<file path="src/sv/adcsf_pkg.sv">
// Shared types, constants and helper functions for the ADC channel sequencer filter.
// Used by the controller, the datapath and the top level; depends on nothing.
package adcsf_pkg;

  localparam int IDX_W   = 3;
  localparam int VAL_W   = 12;
  localparam int SHIFT_W = 4;
  localparam int INTV_W  = 16;
  localparam int FSUM_W  = 21;
  localparam int MUX_W   = 5;
  localparam int FILTERS = 4;

  localparam logic [SHIFT_W-1:0] MAX_SHIFT = 4'd8;
  localparam logic [SHIFT_W-1:0] SHIFT_RST = 4'd4;
  localparam logic [INTV_W-1:0]  INTV_RST  = 16'd4000;

  // Measurement indices of the two temperature sensors.
  localparam logic [IDX_W-1:0] IDX_INT = 3'd4;
  localparam logic [IDX_W-1:0] IDX_EXT = 3'd5;

  // Converter mux codes.
  localparam logic [MUX_W-1:0] MUX_CH0      = 5'd5;
  localparam logic [MUX_W-1:0] MUX_CH1      = 5'd1;
  localparam logic [MUX_W-1:0] MUX_CH2      = 5'd2;
  localparam logic [MUX_W-1:0] MUX_CH3      = 5'd3;
  localparam logic [MUX_W-1:0] MUX_INTERNAL = 5'd27;
  localparam logic [MUX_W-1:0] MUX_EXTERNAL = 5'd4;

  // Register indexes on the configuration port.
  localparam logic [1:0] REG_VSHIFT   = 2'd0;
  localparam logic [1:0] REG_CSHIFT   = 2'd1;
  localparam logic [1:0] REG_INTERVAL = 2'd2;

  typedef struct packed {
    logic [SHIFT_W-1:0] voltage_shift;
    logic [SHIFT_W-1:0] current_shift;
    logic [INTV_W-1:0]  temp_interval;
  } cfg_t;

  // Commands from the controller to the datapath.
  typedef struct packed {
    logic latch;     // capture the accepted input word
    logic exec;      // apply the item to filter, history and sequence state
    logic sum_en;    // add one history entry to the accumulator
    logic div_load;  // add the rounding half to the history sum
    logic div_step;  // scale the sum by the reciprocal of the history depth
  } cmd_t;

  // Status from the datapath to the controller.
  typedef struct packed {
    logic temp_avg;  // latched item is a normal temperature reading
    logic sum_last;  // last history entry is being added
  } status_t;

  function automatic logic [MUX_W-1:0] mux_code_of(input logic [IDX_W-1:0] idx);
    logic [MUX_W-1:0] code;
    case (idx)
      3'd0:    code = MUX_CH0;
      3'd1:    code = MUX_CH1;
      3'd2:    code = MUX_CH2;
      3'd3:    code = MUX_CH3;
      IDX_INT: code = MUX_INTERNAL;
      default: code = MUX_EXTERNAL;
    endcase
    return code;
  endfunction

  function automatic logic [SHIFT_W-1:0] shift_sat(input logic [SHIFT_W-1:0] k);
    return (k > MAX_SHIFT) ? MAX_SHIFT : k;
  endfunction

endpackage

</file>
<file path="src/sv/adc_channel_sequencer_filter_top.sv">
// Top level of the ADC channel sequencer filter: configuration registers,
// stream ports and output register around adcsf_ctrl and adcsf_datapath.
// Depends on adcsf_pkg, adcsf_ctrl and adcsf_datapath.
//
//   Channel  Direction  Handshake             Contents
//   in_      slave      tvalid/tready         tdata: prime_index, sample; tuser: kind
//   out_     master     tvalid/tready         tdata: updated_index, updated_value,
//                                             next_index, mux_code
//   cfg_     APB slave  psel/penable/pready   voltage_shift, current_shift,
//                                             temp_interval at 0x0, 0x4, 0x8
//
// A filter word or a prime passes from IDLE through EXEC to DONE, where it is
// loaded into the output register; the next word is accepted only back in IDLE.
// A normal temperature word also passes through SUM, DLOAD and DIV on its way
// to DONE: the history sum adds one stored sample per cycle, DLOAD adds the
// rounding half and DIV multiplies by the reciprocal of SAMPLES.
// Reset (rst_n low, synchronous) clears filters, histories and sequence state.
// The output register lets the next input word be accepted while a result waits;
// if a result is still held when the next one is done, the controller waits.
module adc_channel_sequencer_filter_top #(
  parameter int SAMPLES     = 8,
  parameter int SAMPLE_BITS = 12
) (
  input  logic        clk,
  input  logic        rst_n,
  // Input stream.
  input  logic        in_tvalid,
  output logic        in_tready,
  input  logic [15:0] in_tdata,   // [2:0] prime_index, [14:3] sample, [15] zero
  input  logic [0:0]  in_tuser,   // [0] kind
  // Result stream.
  output logic        out_tvalid,
  input  logic        out_tready,
  output logic [23:0] out_tdata,  // [2:0] updated_index, [14:3] updated_value,
                                  // [17:15] next_index, [22:18] mux_code, [23] zero
  // Configuration port.
  input  logic        cfg_psel,
  input  logic        cfg_penable,
  input  logic        cfg_pwrite,
  input  logic [3:0]  cfg_paddr,
  input  logic [31:0] cfg_pwdata,
  output logic [31:0] cfg_prdata,
  output logic        cfg_pready
);

  adcsf_pkg::cfg_t    cfg_r, cfg_nxt;
  adcsf_pkg::cmd_t    cmd;
  adcsf_pkg::status_t status;

  logic        out_valid_r, out_valid_nxt;
  logic [23:0] out_data_r, out_data_nxt;
  logic        out_load;
  logic        cfg_write;

  logic [adcsf_pkg::IDX_W-1:0] res_index, next_index;
  logic [adcsf_pkg::VAL_W-1:0] res_value;
  logic [adcsf_pkg::MUX_W-1:0] mux_code;

  // Registers are written in the access phase; the port never stalls.
  assign cfg_pready = 1'b1;
  assign cfg_write  = cfg_psel && cfg_penable && cfg_pwrite;

  always_comb begin
    cfg_nxt = cfg_r;
    if (cfg_write) begin
      case (cfg_paddr[3:2])
        adcsf_pkg::REG_VSHIFT:   cfg_nxt.voltage_shift = cfg_pwdata[3:0];
        adcsf_pkg::REG_CSHIFT:   cfg_nxt.current_shift = cfg_pwdata[3:0];
        adcsf_pkg::REG_INTERVAL: cfg_nxt.temp_interval = cfg_pwdata[15:0];
        default: ;
      endcase
    end
  end

  always_comb begin
    case (cfg_paddr[3:2])
      adcsf_pkg::REG_VSHIFT:   cfg_prdata = {28'd0, cfg_r.voltage_shift};
      adcsf_pkg::REG_CSHIFT:   cfg_prdata = {28'd0, cfg_r.current_shift};
      adcsf_pkg::REG_INTERVAL: cfg_prdata = {16'd0, cfg_r.temp_interval};
      default:                 cfg_prdata = '0;
    endcase
  end

  always_ff @(posedge clk) begin
    if (!rst_n) begin
      cfg_r.voltage_shift <= adcsf_pkg::SHIFT_RST;
      cfg_r.current_shift <= adcsf_pkg::SHIFT_RST;
      cfg_r.temp_interval <= adcsf_pkg::INTV_RST;
    end else begin
      cfg_r <= cfg_nxt;
    end
  end

  adcsf_ctrl u_ctrl (
    .clk      (clk),
    .rst_n    (rst_n),
    .in_valid (in_tvalid),
    .in_ready (in_tready),
    .out_free (!out_valid_r || out_tready),
    .out_load (out_load),
    .status   (status),
    .cmd      (cmd)
  );

  adcsf_datapath #(
    .SAMPLES     (SAMPLES),
    .SAMPLE_BITS (SAMPLE_BITS)
  ) u_datapath (
    .clk            (clk),
    .rst_n          (rst_n),
    .cmd            (cmd),
    .status         (status),
    .cfg            (cfg_r),
    .in_kind        (in_tuser[0]),
    .in_prime_index (in_tdata[2:0]),
    .in_sample      (in_tdata[14:3]),
    .res_index      (res_index),
    .res_value      (res_value),
    .next_index     (next_index),
    .mux_code       (mux_code)
  );

  // Output register: the result word waits here until the sink takes it.
  always_comb begin
    out_valid_nxt = out_valid_r;
    out_data_nxt  = out_data_r;
    if (out_load) begin
      out_valid_nxt = 1'b1;
      out_data_nxt  = {1'b0, mux_code, next_index, res_value, res_index};
    end else if (out_tready) begin
      out_valid_nxt = 1'b0;
    end
  end

  always_ff @(posedge clk) begin
    if (!rst_n) begin
      out_valid_r <= 1'b0;
    end else begin
      out_valid_r <= out_valid_nxt;
    end
  end

  always_ff @(posedge clk) begin
    out_data_r <= out_data_nxt;
  end

  assign out_tvalid = out_valid_r;
  assign out_tdata  = out_data_r;

endmodule

</file>
<file path="src/sv/adcsf_ctrl.sv">
// Controller state machine of the ADC channel sequencer filter.
// Drives adcsf_datapath through adcsf_pkg::cmd_t and reads adcsf_pkg::status_t.
module adcsf_ctrl (
  input  logic              clk,
  input  logic              rst_n,
  input  logic              in_valid,
  output logic              in_ready,
  input  logic              out_free,
  output logic              out_load,
  input  adcsf_pkg::status_t status,
  output adcsf_pkg::cmd_t    cmd
);

  localparam logic [2:0] S_IDLE  = 3'd0;
  localparam logic [2:0] S_EXEC  = 3'd1;
  localparam logic [2:0] S_SUM   = 3'd2;
  localparam logic [2:0] S_DLOAD = 3'd3;
  localparam logic [2:0] S_DIV   = 3'd4;
  localparam logic [2:0] S_DONE  = 3'd5;

  logic [2:0] state_r, state_nxt;

  always_comb begin
    state_nxt = state_r;
    cmd       = '0;
    in_ready  = 1'b0;
    out_load  = 1'b0;
    case (state_r)
      S_IDLE: begin
        in_ready  = 1'b1;
        cmd.latch = in_valid;
        if (in_valid) begin
          state_nxt = S_EXEC;
        end
      end
      S_EXEC: begin
        cmd.exec  = 1'b1;
        state_nxt = status.temp_avg ? S_SUM : S_DONE;
      end
      S_SUM: begin
        cmd.sum_en = 1'b1;
        if (status.sum_last) begin
          state_nxt = S_DLOAD;
        end
      end
      S_DLOAD: begin
        cmd.div_load = 1'b1;
        state_nxt    = S_DIV;
      end
      S_DIV: begin
        cmd.div_step = 1'b1;
        state_nxt    = S_DONE;
      end
      S_DONE: begin
        if (out_free) begin
          out_load  = 1'b1;
          state_nxt = S_IDLE;
        end
      end
      default: state_nxt = S_IDLE;
    endcase
  end

  always_ff @(posedge clk) begin
    if (!rst_n) begin
      state_r <= S_IDLE;
    end else begin
      state_r <= state_nxt;
    end
  end

endmodule

</file>
<file path="src/sv/adcsf_datapath.sv">
// Datapath of the ADC channel sequencer filter: leaky integrators, temperature
// history with serial sum and reciprocal-multiply average, and the channel sequence.
// Depends on adcsf_pkg; commanded by adcsf_ctrl.
module adcsf_datapath #(
  parameter int SAMPLES     = 8,
  parameter int SAMPLE_BITS = 12
) (
  input  logic                              clk,
  input  logic                              rst_n,
  input  adcsf_pkg::cmd_t                   cmd,
  output adcsf_pkg::status_t                status,
  input  adcsf_pkg::cfg_t                   cfg,
  input  logic                              in_kind,
  input  logic [adcsf_pkg::IDX_W-1:0]       in_prime_index,
  input  logic [adcsf_pkg::VAL_W-1:0]       in_sample,
  output logic [adcsf_pkg::IDX_W-1:0]       res_index,
  output logic [adcsf_pkg::VAL_W-1:0]       res_value,
  output logic [adcsf_pkg::IDX_W-1:0]       next_index,
  output logic [adcsf_pkg::MUX_W-1:0]       mux_code
);

  localparam int VAL_MAX = (1 << SAMPLE_BITS) - 1;
  localparam int SLOT_W  = $clog2(SAMPLES);
  localparam int DIV_W   = adcsf_pkg::VAL_W + $clog2(SAMPLES) + 1;
  localparam int CNT_W   = SLOT_W;
  localparam int CMP_W   = 17;
  localparam int FW      = adcsf_pkg::FSUM_W;
  localparam int VW      = adcsf_pkg::VAL_W;
  localparam int IW      = adcsf_pkg::IDX_W;

  // Division by SAMPLES as a multiply by a rounded-up reciprocal; exact for any
  // sum below 2^DIV_W because the shift carries clog2(SAMPLES) extra bits.
  localparam int RSH = DIV_W + SLOT_W;
  localparam int RW  = DIV_W + 1;
  localparam int PW  = DIV_W + RW;
  localparam int QW  = PW - RSH;
  localparam logic [RW-1:0] RECIP = RW'(((1 << RSH) + SAMPLES - 1) / SAMPLES);

  // Latched input word.
  logic          kind_r, kind_nxt;
  logic [IW-1:0] pidx_r, pidx_nxt;
  logic [VW-1:0] samp_r, samp_nxt;

  // Filter and history state.
  logic [FW-1:0] fsum_r [adcsf_pkg::FILTERS];
  logic [FW-1:0] fsum_nxt [adcsf_pkg::FILTERS];
  logic [VW-1:0] hist_r [2][SAMPLES];
  logic [VW-1:0] hist_nxt [2][SAMPLES];
  logic [SLOT_W-1:0] slot_r, slot_nxt;

  // Sequence state.
  logic [IW-1:0]                    cur_r, cur_nxt;
  logic [IW-1:0]                    saved_r, saved_nxt;
  logic [adcsf_pkg::INTV_W-1:0]     cd_r, cd_nxt;
  logic                             last_ext_r, last_ext_nxt;

  // Average unit.
  logic             tsel_r, tsel_nxt;
  logic [CNT_W-1:0] cnt_r, cnt_nxt;
  logic [DIV_W-1:0] acc_r, acc_nxt;

  // Result.
  logic [IW-1:0] ridx_r, ridx_nxt;
  logic [VW-1:0] rval_r, rval_nxt;

  logic [adcsf_pkg::SHIFT_W-1:0] k_cur, k_prm;
  logic [FW-1:0]                 fs_sel, fs_new, fs_sh;
  logic [FW:0]                   fs_calc;
  logic [VW-1:0]                 f_out;
  logic [1:0]                    nxt_ch;
  logic [adcsf_pkg::INTV_W-1:0]  cd_dec;
  logic [PW-1:0]                 prod;
  logic [QW-1:0]                 quo;

  assign status.temp_avg = !kind_r && (cur_r >= adcsf_pkg::IDX_INT);
  assign status.sum_last = (cnt_r == CNT_W'(SAMPLES - 1));

  assign res_index  = ridx_r;
  assign res_value  = rval_r;
  assign next_index = cur_r;
  assign mux_code   = adcsf_pkg::mux_code_of(cur_r);

  always_comb begin
    k_cur   = adcsf_pkg::shift_sat(cur_r[0] ? cfg.current_shift : cfg.voltage_shift);
    k_prm   = adcsf_pkg::shift_sat(pidx_r[0] ? cfg.current_shift : cfg.voltage_shift);
    fs_sel  = fsum_r[cur_r[1:0]];
    fs_calc = {1'b0, fs_sel} - ({1'b0, fs_sel} >> k_cur) + (FW + 1)'(samp_r);
    fs_new  = fs_calc[FW-1:0];
    fs_sh   = fs_new >> k_cur;
    f_out   = (fs_sh > FW'(VAL_MAX)) ? VW'(VAL_MAX) : fs_sh[VW-1:0];
    nxt_ch  = cur_r[1:0] + 2'd1;
    cd_dec  = cd_r - 1'b1;

    prod = PW'(acc_r) * PW'(RECIP);
    quo  = prod[PW-1:RSH];

    kind_nxt     = kind_r;
    pidx_nxt     = pidx_r;
    samp_nxt     = samp_r;
    fsum_nxt     = fsum_r;
    hist_nxt     = hist_r;
    slot_nxt     = slot_r;
    cur_nxt      = cur_r;
    saved_nxt    = saved_r;
    cd_nxt       = cd_r;
    last_ext_nxt = last_ext_r;
    tsel_nxt     = tsel_r;
    cnt_nxt      = cnt_r;
    acc_nxt      = acc_r;
    ridx_nxt     = ridx_r;
    rval_nxt     = rval_r;

    if (cmd.latch) begin
      kind_nxt = in_kind;
      pidx_nxt = in_prime_index;
      samp_nxt = (CMP_W'(in_sample) > CMP_W'(VAL_MAX)) ? VW'(VAL_MAX) : in_sample;
    end

    if (cmd.exec) begin
      cnt_nxt = '0;
      acc_nxt = '0;
      if (kind_r) begin
        // Prime: seed one channel, the sequence does not move.
        ridx_nxt = pidx_r;
        rval_nxt = '0;
        if (pidx_r < adcsf_pkg::IDX_INT) begin
          fsum_nxt[pidx_r[1:0]] = FW'(samp_r) << k_prm;
          rval_nxt = samp_r;
        end else if (pidx_r <= adcsf_pkg::IDX_EXT) begin
          for (int i = 0; i < SAMPLES; i++) begin
            hist_nxt[pidx_r[0]][i] = samp_r;
          end
          rval_nxt = samp_r;
        end
      end else begin
        ridx_nxt = cur_r;
        if (cur_r < adcsf_pkg::IDX_INT) begin
          fsum_nxt[cur_r[1:0]] = fs_new;
          rval_nxt = f_out;
          cur_nxt  = {1'b0, nxt_ch};
          cd_nxt   = cd_dec;
          if (cd_dec == '0) begin
            cd_nxt       = cfg.temp_interval;
            saved_nxt    = {1'b0, nxt_ch};
            cur_nxt      = last_ext_r ? adcsf_pkg::IDX_INT : adcsf_pkg::IDX_EXT;
            last_ext_nxt = !last_ext_r;
          end
        end else begin
          // Temperature reading: store it, then average the sensor history.
          tsel_nxt = (cur_r == adcsf_pkg::IDX_EXT);
          hist_nxt[cur_r == adcsf_pkg::IDX_EXT][slot_r] = samp_r;
          if (cur_r == adcsf_pkg::IDX_EXT) begin
            slot_nxt = (slot_r == SLOT_W'(SAMPLES - 1)) ? '0 : slot_r + 1'b1;
          end
          cur_nxt = {1'b0, saved_r[1:0]};
        end
      end
    end

    if (cmd.sum_en) begin
      acc_nxt = acc_r + DIV_W'(hist_r[tsel_r][cnt_r]);
      cnt_nxt = cnt_r + 1'b1;
    end

    if (cmd.div_load) begin
      acc_nxt = acc_r + DIV_W'(SAMPLES / 2);
    end

    if (cmd.div_step) begin
      rval_nxt = (CMP_W'(quo) > CMP_W'(VAL_MAX)) ? VW'(VAL_MAX) : quo[VW-1:0];
    end
  end

  always_ff @(posedge clk) begin
    if (!rst_n) begin
      for (int f = 0; f < adcsf_pkg::FILTERS; f++) begin
        fsum_r[f] <= '0;
      end
      for (int s = 0; s < 2; s++) begin
        for (int i = 0; i < SAMPLES; i++) begin
          hist_r[s][i] <= '0;
        end
      end
      slot_r     <= '0;
      cur_r      <= '0;
      saved_r    <= '0;
      cd_r       <= adcsf_pkg::INTV_RST;
      last_ext_r <= 1'b0;
      cnt_r      <= '0;
    end else begin
      fsum_r     <= fsum_nxt;
      hist_r     <= hist_nxt;
      slot_r     <= slot_nxt;
      cur_r      <= cur_nxt;
      saved_r    <= saved_nxt;
      cd_r       <= cd_nxt;
      last_ext_r <= last_ext_nxt;
      cnt_r      <= cnt_nxt;
    end
  end

  always_ff @(posedge clk) begin
    kind_r <= kind_nxt;
    pidx_r <= pidx_nxt;
    samp_r <= samp_nxt;
    tsel_r <= tsel_nxt;
    acc_r  <= acc_nxt;
    ridx_r <= ridx_nxt;
    rval_r <= rval_nxt;
  end

endmodule
</file>
<file path="config.mk">
export PLATFORM = sky130hd
export DESIGN_NAME = adc_channel_sequencer_filter_top
export DESIGN_NICKNAME = d
export VERILOG_FILES = /design/src/sv/adcsf_pkg.sv /design/src/sv/adc_channel_sequencer_filter_top.sv /design/src/sv/adcsf_ctrl.sv /design/src/sv/adcsf_datapath.sv
export SDC_FILE = /design/constraint.sdc
export NUM_CORES = 1
export LEC_CHECK = 0
export BUFFER_PORTS_ARGS = -buffer_cell sky130_fd_sc_hd__buf_2
export CELL_PAD_IN_SITES_DETAIL_PLACEMENT = 1
export CELL_PAD_IN_SITES_GLOBAL_PLACEMENT = 2
export CORE_ASPECT_RATIO = 0.9
export CORE_MARGIN = 2
export CORE_UTILIZATION = 44
export CTS_BUF_LIST = sky130_fd_sc_hd__clkbuf_2 sky130_fd_sc_hd__clkbuf_4 sky130_fd_sc_hd__clkbuf_8
export DETAILED_ROUTE_END_ITERATION = 12
export PLACE_DENSITY_LB_ADDON = 0.1
export SYNTH_ARGS = -nofsm -noshare
export SYNTH_HDL_FRONTEND = slang
export SYNTH_HIERARCHICAL = 1
export SYNTH_SLANG_ARGS = --single-unit
</file>
<file path="constraint.sdc">
create_clock -name clk -period 14.4 [get_ports clk]
set_input_delay 2.88 -clock clk [delete_from_list [all_inputs] [get_ports clk]]
set_output_delay 2.88 -clock clk [all_outputs]
set_load 0.005 [all_outputs]
</file>
==> metrics, run 1 <==
period utilization=52.0%; Power Density=161 nW/um^2; First DRT Iteration DRCs=1220; DP Wirelength=51.5 mm; fin. max-slew vios=0; most frequent cells after synthesis=nor2_1, dfxtp_1, mux2i_1; required time of the critical path=14740 ps; final core utilization=48.8%; gpl congestion=0.875; Placed Cells=3031; # hold bufs at CTS=0; Netlist cell types=99; DR vias=18900; maximum root-to-sink buffer count=3; share of layout cells above drive strength 1=16.6%; Final min period=7490 ps; kind of end point of the critical path=flip-flop; clock-pin slew on the worst setup and hold paths=70 ps; later-pin clock latency in the skew report=680 ps; total wire length=76.7 mm; Area contributors post-synth=dfxtp_1, mux2i_1, edfxtp_1; FF+latch count, synth=403; DRT Pass-1 Iters=6; vias per inst=5.98; Layout Nets=2541; met2 wire len=37.1 mm; top cell type by total area after synthesis=dfxtp_1; overall routing resource usage=28.6%; io pins=119; synth-to-layout area growth=10.2%; CTS sink count=403; yosys warns=6; CTS tree=built; core area=51400 um^2; met3 WL post-DR=3.97 mm; Post-Syn Instances=2408; Peak Freq=134 MHz; RSZ-0062 raised after global routing=no; fraction of registers with async set/reset=0%; vias in the first global route=19800; top-count cell post-synth=nor2_1; first-pass GRT wire length=118 mm; wire per inst=24.3 um; Clock Tree Root=clkbuf_8; Fin Clk Skew=52.8 ps; Setup TNS=0 ps; syn_area_per_cell=9.46 um^2; ys flop type=dfxtp_1; Tot Pwr=4.05 mW; post-route insts no fill=3153; largest net degree at the start of global routing=137; P_leak=9.30 nW; CP max FO=37; EDFF count, synth=71; register area share after synthesis=38.5%; Slew headroom=11.4%; Fin Hold WS=417 ps; H-tree level count=3; Crit path arrival time=7820 ps; peak supply drop=0.0914 mV; Final Hold Viols=0; Port Buffer Count=81; die area=53600 um^2; share of the synthesized area in the top cell type=29.2%; post-synthesis cell area=22800 um^2; FP Rows=79; Initial Util=44.3%; Chip Width=244 um; DRC viols=0; Worst Max-Slew Pin Slew=1330 ps; initial antenna violation count=1; diode count=0; Max Used Layer=met4; critical path type=reg2reg; max-cap violation count=0; run status=finished, final reports clean; CTS buffer count=71; critical path startpoint category=flip-flop; die height=220 um; Post-CTS Resized=0; grt ovf=0; postcts setup bufs=0; Finish-stage setup viols=0; M1 wire length=33.4 mm; Post-DRT Antenna Nets=0; worst min path class=reg2reg
## sequential cells by signal, summed over array words and instances, names as in the netlist, 12 cells and up
register,cells
u_datapath/hist_r,192
u_datapath/fsum_r,84
cfg_r,24
out_tdata,23
u_datapath/acc_r,16
u_datapath/cd_r,16
u_datapath/res_value,12
u_datapath/samp_r,12
## per-stage QoR
stage	setup slack, ps	cell area [um^2]
floorplan	7930	22800
global placement	7230	23600
detailed placement	7090	23600
CTS	7010	25100
global route	6500	25100
finish	6910	25100
## layer usage
metal  GRT usage [%]  up-vias
met5               0        -
met3            5.65      139
met2            49.1      499
li1                -     8711
met1            35.9     9506
met4            9.92        0
## power breakdown
part / total [mW] / internal (mW) / switching [mW]
Clock: 1.12 / 0.620 / 0.499
Sequential: 1.32 / 1.24 / 0.0738
Combinational: 1.61 / 0.520 / 1.09
## path summary, 6_finish.rpt
check                                                      startpoint                                end  cells past startpoint  slack (ps)
worst min register to register      u_datapath/res_value[5]$_DFFE_PP_             out_tdata[8]$_DFFE_PP_                      0         420
worst max-delay path            u_datapath/next_index[0]$_SDFFE_PN0P_  u_datapath/res_value[9]$_DFFE_PP_                     21        6910
worst min-delay path                u_datapath/res_value[5]$_DFFE_PP_             out_tdata[8]$_DFFE_PP_                      0         420
worst max register to register  u_datapath/next_index[0]$_SDFFE_PN0P_  u_datapath/res_value[9]$_DFFE_PP_                     21        6910
## layout make-up
type	count	area (um^2)
clock buffers	104	1310
clock inverters	18	164
fillers	5859	26300
inverters	37	144
multi-input cells	1770	13000
flip-flops and latches	403	8780
well taps	688	861
repair buffers	133	798
## critical path: stages (launching register included)
cell	delay, ps
dfxtp_2	330
buf_4	540
mux2i_1	210
nor2_2	510
buf_4	360
mux2i_1	260
nand2_1	70
o21ai_0	210
o22ai_1	160
a31oi_1	270
fa_1	490
ha_1	330
a211oi_1	300
o21bai_1	220
o211ai_1	370
nand2_1	120
xnor2_1	820
nor2_1	80
a21oi_1	220
a211oi_1	110
a2111oi_0	970
a221oi_1	170
## cells in the final DEF, fill, tap and decap left out, types with 10 or more instances in the layout
master    synthesis  layout
dfxtp_1         332     329
clkbuf_4          0      20
ha_1             52      52
nor2b_1          48      45
a211oi_1         11      11
a21oi_1         112     107
a22oi_1          12      12
mux2_2           13      13
mux2i_1         274     273
and2_1           30      31
a31oi_1          25      25
xnor2_1          24      24
o211a_1          13      13
nand2_1         202     202
buf_2            21      80
nor3_1           67      67
conb_1            2      18
and3_1           13      13
xor2_1           10      10
buf_4            20      53
a221oi_1         65      65
clkbuf_8          0      84
nor2_1          364     359
o21ai_0          69      69
a21o_1           11      11
edfxtp_1         71      71
fa_1             13      13
o22ai_1          16      16
o211ai_1         17      17
nand3_1          28      28
inv_1            37      36
o221ai_1         11      11
nand2b_1         11      11
nor3b_1          31      30
mux4_2           81      81
## cell families (layout without fill, tap and decap cells)
group | count (synthesis) | in the layout | share of synthesized area (%)
AND/OR/NAND/NOR | 839 | 839 | 17.1
AO/OA/AOI/OAI | 444 | 444 | 13.4
flip-flops | 403 | 403 | 38.5
multiplexers | 368 | 368 | 20.7
buffers and inverters | 251 | 292 | 4.78
adder cells (fa/ha/maj) | 65 | 65 | 4.00
XOR/XNOR | 36 | 36 | 1.45
other | 2 | 18 | 0.0330
No activity file was read; power rests on OpenSTA's default activity.
==> run 2: changes to the inputs <==
Settings changed: CORE_UTILIZATION 44 to 37.
Clock period 14.4 ns to 6.6 ns, I/O delays scaled along.
==> metrics, run 2 (synthesis gave the netlist of run 1 again) <==
Fin Hold WS=422 ps (was 417 ps); Sw Share=41.0% (was 41.2%); Finish-stage setup viols=0 (unchanged); run status=finished, final reports clean (unchanged); Setup TNS=0 ps (unchanged); Placed Area=24100 um^2 (was 23600 um^2); # hold bufs at CTS=0 (unchanged); Tot Pwr=9.41 mW (was 4.05 mW); commonest non-fill, non-tap cell in the layout=nor2_1 (unchanged); critical path startpoint category=flip-flop (unchanged); grt ovf=0 (unchanged); core area=61000 um^2 (was 51400 um^2); Most common cell on crit path=buf_4; die area=63600 um^2 (was 53600 um^2); DP Worst Slack=199 ps (was 7090 ps); die height=239 um (was 220 um); M2 GR Usage=43.4% (was 49.1%); CP max FO=20 (was 37); Worst Max-Slew Pin Slew=1240 ps (was 1330 ps); Layout Nets=2583 (was 2541); First DRT Iteration DRCs=1158 (was 1220); P_int=5.55 mW (was 2.38 mW); P_sw=3.86 mW (was 1.67 mW); vias per inst=5.70 (was 5.98); vias in the first global route=19700 (was 19800); worst min path class=reg2reg (unchanged); hold_sp=u_datapath/res_index[1]$_DFFE_PP_ (was u_datapath/res_value[5]$_DFFE_PP_); CTS tree=built (unchanged); maximum root-to-sink buffer count=3 (unchanged); most frequent cells in the layout=nor2_1, dfxtp_1, mux2i_1, nand2_1, a21oi_1 (unchanged); CTS sink count=403 (unchanged); gpl congestion=0.867 (was 0.875); FP Rows=86 (was 79); Port Buffer Count=81 (unchanged); DP Wirelength=54.6 mm (was 51.5 mm); Peak Freq=159 MHz (was 134 MHz); GR met1 Demand/Resource=33.0% (was 35.9%); Final Cell Area=25800 um^2 (was 25100 um^2); first-pass GRT wire length=122 mm (was 118 mm); Clock Tree Root=clkbuf_8 (unchanged); largest net degree at the start of global routing=201 (was 137); Fin Clk Skew=46.6 ps (was 52.8 ps); clock-pin slew on the worst setup and hold paths=60 ps (was 70 ps); wire per inst=24.1 um (was 24.3 um); logic gate share of total power=41.6% (was 39.9%); Final min period=6280 ps (was 7490 ps); required time of the critical path=6990 ps (was 14740 ps); largest reg by FF count=u_datapath/hist_r (unchanged); max-cap violation count=0 (unchanged); initial antenna violation count=2 (was 1); hold path endpoint=out_tdata[1]$_DFFE_PP_ (was out_tdata[8]$_DFFE_PP_); met3 usage=2.88% (was 5.65%); reg2reg path depth=22 (was 21); post-route insts no fill=3312 (was 3153); later-pin clock latency in the skew report=690 ps (was 680 ps); Setup WS post-layout=323 ps (was 6910 ps); WP buf/inv=4 (was 2); DR vias=18900 (about the same); P_leak=9.59 nW (was 9.30 nW); total wire length=79.7 mm (was 76.7 mm); peak supply drop=0.179 mV (was 0.0914 mV); io pins=119 (unchanged); RR Endpoint=u_datapath/res_value[10]$_DFFE_PP_ (was u_datapath/res_value[9]$_DFFE_PP_); H-tree level count=3 (unchanged); DRC viols=0 (unchanged); synth-to-layout area growth=13.1% (was 10.2%); CP max stage cell=a2111oi_1 (was a2111oi_0); R2R Path Start=u_datapath/next_index[0]$_SDFFE_PN0P_ (unchanged); overall routing resource usage=25.1% (was 28.6%); Top Registers=u_datapath/hist_r: 192 flops, u_datapath/fsum_r: 84 flops, cfg_r: 24 flops (unchanged); Flop pwr share=30.4% (was 32.5%); fin. max-slew vios=0 (unchanged); Most Used Layer, Global Route=met2 (unchanged); crit-path leading delay family=compound AO/OA/AOI/OAI gates (unchanged); CTS buffer count=75 (was 71); Post-CTS Resized=0 (unchanged); kind of end point of the critical path=flip-flop (unchanged); hold path cells=0 (unchanged); Crit path arrival time=6670 ps (was 7820 ps); share of layout cells above drive strength 1=18.5% (was 16.6%); crit path cell chain=buf_4 > mux4_2 > nor2_1 > nor2_1 > o21ai_0 > buf_4 > o22ai_1 > a21oi_1 > fa_1 > ha_1 > buf_4 > a21oi_1 > o21ai_1 > a21o_1 > a221oi_1 > nand3_1 > mux2i_1 > a22oi_1 > o211a_1 > a2111oi_1 > buf_4 > a221oi_2 (was buf_4 > mux2i_1 > nor2_2 > buf_4 > mux2i_1 > nand2_1 > o21ai_0 > o22ai_1 > a31oi_1 > fa_1 > ha_1 > a211oi_1 > o21bai_1 > o211ai_1 > nand2_1 > xnor2_1 > nor2_1 > a21oi_1 > a211oi_1 > a2111oi_0 > a221oi_1); Placed Cells=3173 (was 3031); period utilization=95.1% (was 52.0%); Clock Power Share=28.0% (was 27.6%); max FFs per register=192 (unchanged); Initial Util=37.3% (was 44.3%); Slew headroom=16.7% (was 11.4%); Crit path depth=22 (was 21); critical path type=reg2reg (unchanged); Final Hold Viols=0 (unchanged); final core utilization=42.2% (was 48.8%); RSZ-0062 raised after global routing=no (unchanged); CP peak stage delay=600 ps (was 970 ps); Chip Width=266 um (was 244 um); postcts setup bufs=0 (unchanged); r2r setup slk=320 ps (was 6910 ps); DRT Pass-1 Iters=5 (was 6); Power Density=365 nW/um^2 (was 161 nW/um^2); Post-DRT Antenna Nets=0 (unchanged)
==> run 2: routing by layer <==
| metal | wire [um] | share of wire, % |
|---|---|---|
| met3 | 2670 | 3.3 |
| met4 | 1820 | 2.3 |
| met1 | 36100 | 45 |
| met5 | 0 | 0 |
| met2 | 39100 | 49 |
==> run 2: power by group through the flow <==
stage	clock network, mW	logic (mW)	registers [mW]
CTS	2.71	3.88	2.86
detailed placement	0	3.85	2.91
finish	2.63	3.92	2.86
global placement	0	3.81	2.91
floorplan	0	2.36	2.84
global route	2.82	4.20	2.88
==> run 2: worst max-delay path by stage <==
stage                                                     start                            endpoint  slack, ps
after floorplan           u_datapath/next_index[0]$_SDFFE_PN0P_   u_datapath/res_value[5]$_DFFE_PP_       1070
after global placement    u_datapath/next_index[0]$_SDFFE_PN0P_  u_datapath/res_value[10]$_DFFE_PP_        310
after detailed placement  u_datapath/next_index[0]$_SDFFE_PN0P_  u_datapath/res_value[10]$_DFFE_PP_        200
after CTS                 u_datapath/next_index[0]$_SDFFE_PN0P_  u_datapath/res_value[10]$_DFFE_PP_        120
after global routing      u_datapath/next_index[0]$_SDFFE_PN0P_  u_datapath/res_value[10]$_DFFE_PP_         30
final                     u_datapath/next_index[0]$_SDFFE_PN0P_  u_datapath/res_value[10]$_DFFE_PP_        320
==> run 2: cell type report <==
cell class,count,area (um^2)
Timing Repair Buffer,171,1110
Multi-Input combinational cell,1770,13100
Clock inverter,22,214
Sequential cell,403,8780
Fill cell,6948,35300
Inverter,37,144
Clock buffer,115,1430
Antenna cell,2,5.00
Tap cell,792,991
